## src/hdl/flood_source_counter_core_defines.svh

```systemverilog
// Assertion macros for the flood source counter.
// Included by modules that carry concurrent checks.
`ifndef FLOOD_SOURCE_COUNTER_CORE_DEFINES_SVH
`define FLOOD_SOURCE_COUNTER_CORE_DEFINES_SVH
`ifndef NO_ASSERTIONS
`define FSC_ASSERT_IMPL(label, clk, rst, ante, cons, msg) \
   label: assert property (@(posedge clk) disable iff (rst) (ante) |-> (cons)) else $error(msg);
`define FSC_ASSERT_NEXT(label, clk, rst, ante, cons, msg) \
   label: assert property (@(posedge clk) disable iff (rst) (ante) |=> (cons)) else $error(msg);
`else
`define FSC_ASSERT_IMPL(label, clk, rst, ante, cons, msg)
`define FSC_ASSERT_NEXT(label, clk, rst, ante, cons, msg)
`endif
`endif

```

## src/hdl/fsc_pkg.sv

```systemverilog
// Shared types and codes for the flood source counter.
// No dependencies.
`timescale 1ns / 1ps
package fsc_pkg;
   localparam logic CMD_PACKET = 1'b0;
   localparam logic CMD_TICK   = 1'b1;
   localparam logic [1:0] KIND_SYN  = 2'd0;
   localparam logic [1:0] KIND_ACK  = 2'd1;
   localparam logic [1:0] KIND_UDP  = 2'd2;
   localparam logic [1:0] KIND_ICMP = 2'd3;
   localparam logic [1:0] RES_STATUS = 2'd0;
   localparam logic [1:0] RES_ALERT  = 2'd1;
   localparam logic [1:0] RES_MARKER = 2'd2;
   localparam logic [1:0] ST_EXISTING = 2'd0;
   localparam logic [1:0] ST_NEW      = 2'd1;
   localparam logic [1:0] ST_DST_FULL = 2'd2;
   localparam logic [1:0] ST_SRC_FULL = 2'd3;
   localparam logic [1:0] REG_SYN = 2'd0;
   localparam logic [1:0] REG_ACK = 2'd1;
   localparam logic [1:0] REG_UDP = 2'd2;

   typedef struct packed {
      logic        command;
      logic [1:0]  flood_kind;
      logic [31:0] dst_address;
      logic [15:0] dest_port;
      logic [31:0] src_address;
   } req_type;

   typedef struct packed {
      logic [1:0]  result_kind;
      logic [1:0]  status;
      logic [1:0]  alert_kind;
      logic [31:0] alert_address;
      logic [15:0] alert_port;
      logic [31:0] total_count;
      logic [4:0]  source_total;
      logic [31:0] lowest_source;
      logic [31:0] highest_source;
      logic        last;
   } rsp_type;

   typedef enum logic [3:0] {
      S_IDLE, S_DST_SCAN, S_DST_DONE, S_SRC_SCAN, S_SRC_WAIT, S_SRC_DONE,
      S_TK_DST, S_TK_SRC, S_TK_WAIT, S_TK_EVAL, S_TK_MARK
   } state_type;

   // controller -> datapath
   typedef struct packed {
      logic load;        // capture request
      logic dst_clear;   // reset destination scan
      logic dst_step;    // compare one destination
      logic dst_commit;  // resolve destination
      logic src_clear;
      logic src_step;    // issue one source slot read
      logic src_commit;
      logic tk_next_dst; // advance tick destination walk
      logic tk_src_step;
      logic tk_eval;     // emit alert if over threshold
      logic tk_mark;
   } ctl_type;

   // datapath -> controller
   typedef struct packed {
      logic is_tick;
      logic dst_last;    // scan at final destination or at a match
      logic dst_full;
      logic src_last;    // final source slot being issued
      logic tk_dst_ok;   // current walk destination is valid for kind
      logic tk_done;     // walk at final kind and destination
   } sts_type;
endpackage

```

## src/hdl/fsc_ctrl.sv

```systemverilog
// Sequencer for packet lookup and interval close.
// Depends on fsc_pkg.
`timescale 1ns / 1ps
module fsc_ctrl (
   input  logic              clock,
   input  logic              reset,
   input  logic              start,
   output logic              busy,
   input  fsc_pkg::sts_type  sts,
   output fsc_pkg::ctl_type  ctl
);
   import fsc_pkg::*;
   state_type state_ff, state_in;

   always_ff @(posedge clock) begin
      if (reset) state_ff <= S_IDLE;
      else       state_ff <= state_in;
   end

   always_comb begin
      state_in = state_ff;
      unique case (state_ff)
         S_IDLE:     if (start) state_in = S_DST_SCAN;
         S_DST_SCAN: begin
            if (sts.is_tick)       state_in = S_TK_DST;
            else if (sts.dst_last) state_in = S_DST_DONE;
         end
         S_DST_DONE: state_in = sts.dst_full ? S_IDLE : S_SRC_SCAN;
         S_SRC_SCAN: if (sts.src_last) state_in = S_SRC_WAIT;
         S_SRC_WAIT: state_in = S_SRC_DONE;
         S_SRC_DONE: state_in = S_IDLE;
         S_TK_DST: begin
            if (sts.tk_dst_ok)    state_in = S_TK_SRC;
            else if (sts.tk_done) state_in = S_TK_MARK;
         end
         S_TK_SRC:   if (sts.src_last) state_in = S_TK_WAIT;
         S_TK_WAIT:  state_in = S_TK_EVAL;
         S_TK_EVAL:  state_in = sts.tk_done ? S_TK_MARK : S_TK_DST;
         S_TK_MARK:  state_in = S_IDLE;
         default:    state_in = S_IDLE;
      endcase
   end

   always_comb begin
      ctl = '0;
      busy = (state_ff != S_IDLE);
      unique case (state_ff)
         S_IDLE: begin
            ctl.load = start;
            ctl.dst_clear = start;
         end
         S_DST_SCAN: ctl.dst_step = !sts.is_tick;
         S_DST_DONE: begin
            ctl.dst_commit = 1'b1;
            ctl.src_clear = 1'b1;
         end
         S_SRC_SCAN: ctl.src_step = 1'b1;
         S_SRC_WAIT: ;
         S_SRC_DONE: ctl.src_commit = 1'b1;
         S_TK_DST: begin
            ctl.src_clear = 1'b1;
            ctl.tk_next_dst = !sts.tk_dst_ok && !sts.tk_done;
         end
         S_TK_SRC:   ctl.tk_src_step = 1'b1;
         S_TK_WAIT:  ;
         S_TK_EVAL: begin
            ctl.tk_eval = 1'b1;
            ctl.tk_next_dst = !sts.tk_done;
         end
         S_TK_MARK:  ctl.tk_mark = 1'b1;
         default: ;
      endcase
   end
endmodule

```

## config.mk

```make
export PLATFORM = sky130hd
export DESIGN_NAME = fsc_ctrl
export DESIGN_NICKNAME = d
export VERILOG_FILES = /design/src/hdl/flood_source_counter_core_defines.svh /design/src/hdl/fsc_pkg.sv /design/src/hdl/fsc_ctrl.sv
export SDC_FILE = /design/constraint.sdc
export NUM_CORES = 1
export LEC_CHECK = 0
export ABC_AREA = 1
export BUFFER_PORTS_ARGS = -buffer_cell sky130_fd_sc_hd__buf_4
export CORE_AREA = 2 2 39 41
export DETAILED_ROUTE_END_ITERATION = 10
export DIE_AREA = 0 0 41 43
export PLACE_DENSITY = 0.59
export REMOVE_ABC_BUFFERS = 1
export SETUP_SLACK_MARGIN = 0.02
export SLEW_MARGIN = 20
export SYNTH_ARGS = -nofsm -noshare
export SYNTH_HDL_FRONTEND = slang
export SYNTH_SLANG_ARGS = --single-unit
```

## constraint.sdc

```tcl
create_clock -name clock -period 1.2 [get_ports clock]
set_input_delay 0.24 -clock clock [delete_from_list [all_inputs] [get_ports clock]]
set_output_delay 0.24 -clock clock [all_outputs]
set_load 0.03 [all_outputs]
```

==> Yosys cells after proc, flatten, opt, wreduce, memory -nomap -nowiden <==
Index checks and enable logic that the tools add are counted.
{ "word_totals": {"register_bits": 4, "input_bits": 9} }
{ "classes": {"n_eq_ne": 15, "n_reduce_logical": 8, "muxes": 20} }
{ "op_table": {"columns": ["cell", "n"], "rows": [
  ["$pmux 4 s9", 1],
  ["$mux 4", 8],
  ["$eq 4x3->1 const B", 4],
  ["$eq 4x4->1 const B", 3],
  ["$eq 4x2->1 const B", 2],
  ["$mux 1", 8],
  ["$ne 2x2->1 const B", 3],
  ["$ne 3x3->1 const B", 2],
  ["$reduce_and 5->1", 1],
  ["$eq 4x1->1 const B", 1],
  ["$logic_not 4->1", 1],
  ["$mux 2", 2],
  ["$reduce_bool 4->1", 1],
  ["$logic_not 1->1", 3],
  ["$pmux 1 s2", 1],
  ["$reduce_or 2->1", 1],
  ["$logic_and 1x1->1", 1]
]} }

==> Depth between registers and ports, before layout <==
{ "logic_depth": {"depth_word": 3, "mapped_depth": 9} }

==> Worst setup path before layout <==
No wires, ideal clock.
{ "synth_timing": {"kind": "register to output", "startpoint": "reg state_ff[3]", "endpoint": "out ctl[10] (netlist name)", "slack_ns": -0.594, "t_arrival_ns": 1.554, "path_buffers": 1, "stages_incl_launch_ff": 5, "path_cell_list": "dfxtp_1 > nor2_2 > nand2_1 > nor2_1 > buf_4"} }
{ "synth_lines": {"columns": ["item", "line_no", "text"], "rows": [
  ["from (decl)", "fsc_ctrl.sv:13", "state_type state_ff, state_in;"],
  ["from (signal assigned)", "fsc_ctrl.sv:17", "else state_ff <= state_in;"],
  ["to (decl)", "fsc_ctrl.sv:10", "output fsc_pkg::ctl_type ctl"]
]} }

==> results.py <==
metrics = {
    "run_status": {
        "failed_checks": "setup timing",
        "outcome": "finished, violations left",
    },
    "place": {
        "portBuffers": 20,
        "place_hpwl_mm": 1.02,
        "place.gp.congestion": 0.828,
    },
    "cells_and_area": {
        "antenna_cell_count": 0,
        "num-nets-final": 133,
        "reg.largest.list": "state_ff: 4 flops",
        "regMostFlops": "state_ff",
        "area_growth_syn_to_layout_pct": 123,
        "fillCellCount": 116,
        "ff_latch_area_um2": 95.1,
        "multiInputGateArea_um2": 394,
        "final_layout_size_suffix_gt1_share_pct": 66.4,
        "largest_reg_flops": 4,
    },
    "clock_network": {
        "root_buffer_cell": "clkbuf_4",
        "max-clock-path-buffers": 2,
        "cts.hold.buffers_added": 0,
        "worst_setup_hold_path_clk_slew_ns": 0.03,
        "tritoncts_clock_tree": "yes",
        "ctsHtreeMaxLevel": 1,
        "clock_sinks": 4,
        "clk-insertion-delay-late_ns": 0.23,
        "tritoncts.num_buffers": 3,
    },
    "detailed_routing": {
        "drt_pre_antenna_iters": 4,
        "first_iteration_detailed_routing_drc_count": 8,
        "totalWireLength_mm": 1.47,
        "wl_per_cell_um": 10.6,
        "final_antenna_net_count": 0,
        "post-route-drc-count": 0,
        "vias_per_cell": 4.58,
        "dr_vias": 632,
    },
    "die": {
        "floorplan.die.height_um": 43,
        "number_of_rows_in_the_core_area": 14,
        "total_core_area_um2": 1380,
        "die_w_um": 41,
        "die_area_um2": 1760,
        "io_pins": 21,
        "initial_utilization_pct": 30.6,
    },
    "setup_path": {
        "critical_path_buf_inv_count": 2,
        "timing.critical_path.cells": "buf_6 -> nor4_4 -> buf_6",
        "critPathSlowestCell": "dfxtp_4",
        "r2r_setup_slack_ns": -0.04,
        "worstPathMaxFanout": 4,
        "crit_required_ns": 0.96,
        "timing.critical_path.to_type": "primary output",
        "ff2ff_path_depth": 9,
        "setup.worst_path.class": "flop to primary output",
        "reg_to_reg_start": "state_ff[3]",
        "critical_path.reg2reg.endpoint": "state_ff[1]",
        "critPathArrivalTime_ns": 1.16,
        "critical-path-top-delay-family": "flip-flops",
        "setup.worst_path.start_class": "flop",
        "critical_path.most_common_cell": "buf_6",
        "cpPeakStageDelay_ns": 0.36,
    },
    "logic_synthesis": {
        "netlist-cell-type-count": 18,
        "synth_area_per_cell_um2": 5.42,
        "postSynthCellCount": 78,
        "synth_top_cell_by_area": "dfxtp_1",
        "synth_warnings": 0,
        "synth_sequential_area_ratio_pct": 18.9,
        "yosys-top-cells-area": "dfxtp_1 19%, nor2_1 17%, nand2_1 16%, inv_1 9.8%, nand3_1 9.5%",
        "syn-cell-area_um2": 423,
        "netlist.area_leader.share_pct": 18.9,
        "synth-seq-cells": 4,
    },
    "pwr": {
        "power.ir.vdd_worst_mv": 1.31,
        "pwr_density_cell_nw_per_um2": 2270,
        "power_leakage_nw": 0.528,
    },
    "timing": {
        "finalWorstPathRequiredPeriod_ns": 1.40,
        "setup_violations": 15,
        "worst_hold_margin_ns": 0.162,
        "slew_viol_final": 0,
        "period_share_pct": 116,
        "timing.final.hold_violations": 0,
        "fmax_ghz": 0.716,
        "worst_slew_margin_rel_pct": 86.1,
        "setup_total_negative_slack_ns": -1.59,
        "timing.clock.skew_ns": 0.00293,
        "rsz0062_at_grt": "true",
        "final_critical_path_setup_slack_ns": -0.197,
        "worst_pin_slew_ns": 0.206,
    },
    "job": {
        "maxCapViolations": 0,
    },
    "min_path": {
        "timing.hold.worst.start": "reset",
        "min_delay_path_depth": 2,
        "whs_endpoint": "state_ff[3]",
        "hold_path.class": "primary input to flop",
    },
    "global_routing": {
        "global_route.overflow_total": 0,
        "groute.usage.overall_pct": 19.1,
        "first_global_vias": 606,
        "maximum_number_of_pins_on_one_net_before_global_route_repair": 6,
        "grt_first_pass_wirelength_mm": 2.37,
        "antenna_found_initial": 0,
    },
}
synth_stat cells:
cell type,n
nor2_1,19
buf_4,1
nand3_1,8
o211ai_1,1
a21oi_1,1
nor2_4,1
nand3b_1,2
nand4_2,1
dfxtp_1,4
inv_2,3
nor2_2,3
nand2_2,1
o21ai_0,1
nor3_1,1
nand2_1,18
nand2_4,1
inv_1,11
nor4_1,1
power by group:
part | internal, mW | leakage (nW) | switching (mW)
clock network | 0.111 | 0.0138 | 0.0499
logic | 0.742 | 0.479 | 0.915
registers | 0.212 | 0.0356 | 0.112
total | 1.07 | 0.528 | 1.08
per-layer routing:
metal	vias to the layer above	GRT usage, %	share of wire, %
li1	330	-	-
met1	290	23.2	41
met2	12	32.2	56
met3	0	2.09	2.8
met4	0	7.33	0
met5	-	0	0
logic make-up after synthesis:
family / Yosys count / synth area share [%]
AOI/OAI and AO/OA: 3 / 4.14
buffers and inverters: 15 / 14.2
DFF: 4 / 18.9
and+or+nand+nor: 56 / 62.7
layout by cell type (no fill, tap or decap), types with 5 or more instances in the layout:
cell type,synthesis,final
buf_4,1,33
inv_1,11,5
nor2_4,1,5
nor2_2,3,5
nor2_1,19,13
nand3_1,8,6
nand2_4,1,6
buf_6,0,9
inv_2,3,5
nand2_1,18,12
worst register-to-register path, stage by stage, from the launching register on:
cell and delay, ns:
dfxtp_4 0.36, inv_4 0.09, nand2_4 0.07, nor2_4 0.14, nand2_4 0.06, buf_4 0.14
nand4_2 0.12, nand2_1 0.07, nand2_1 0.05, nor2_1 0.04
stage by stage:
stage	setup WS [ns]	utilization, %	area [µm²]	cells	power (mW)
finish	-0.197	68.2	943	138	2.14
global route	-0.250	68.2	943	138	2.31
CTS	-0.211	61.8	855	135	1.99
detailed placement	-0.0818	49.4	683	126	1.48
global placement	-0.0727	49.4	683	126	1.47
floorplan	-0.663	-	415	77	0.982
worst max-delay path by stage:
stage	start	endpoint	slack, ns	cells past startpoint
floorplan	state_ff[3]	ctl[10]	-0.66	3
global placement	state_ff[3]	ctl[3]	-0.07	5
detailed placement	state_ff[0]	ctl[8]	-0.08	5
CTS	state_ff[2]	ctl[8]	-0.21	3
global route	state_ff[3]	ctl[8]	-0.25	3
finish	state_ff[3]	ctl[8]	-0.20	3
what timing repair did:
action                     in CTS  in global routing
setup endpoints to repair      16                 16
pin swaps                       6                  7
gates resized for setup        33                 21
setup buffers                   6                  4
final cells by class:
type                       instances  share of cell area (%)
timing repair buffer              42                    37.0
inverter                          14                    6.63
sequential                         4                    10.1
clock buffer                       3                    2.39
multi-input combinational         59                    41.8
tap                               16                    2.12
Power figures use the tool's default switching activity.
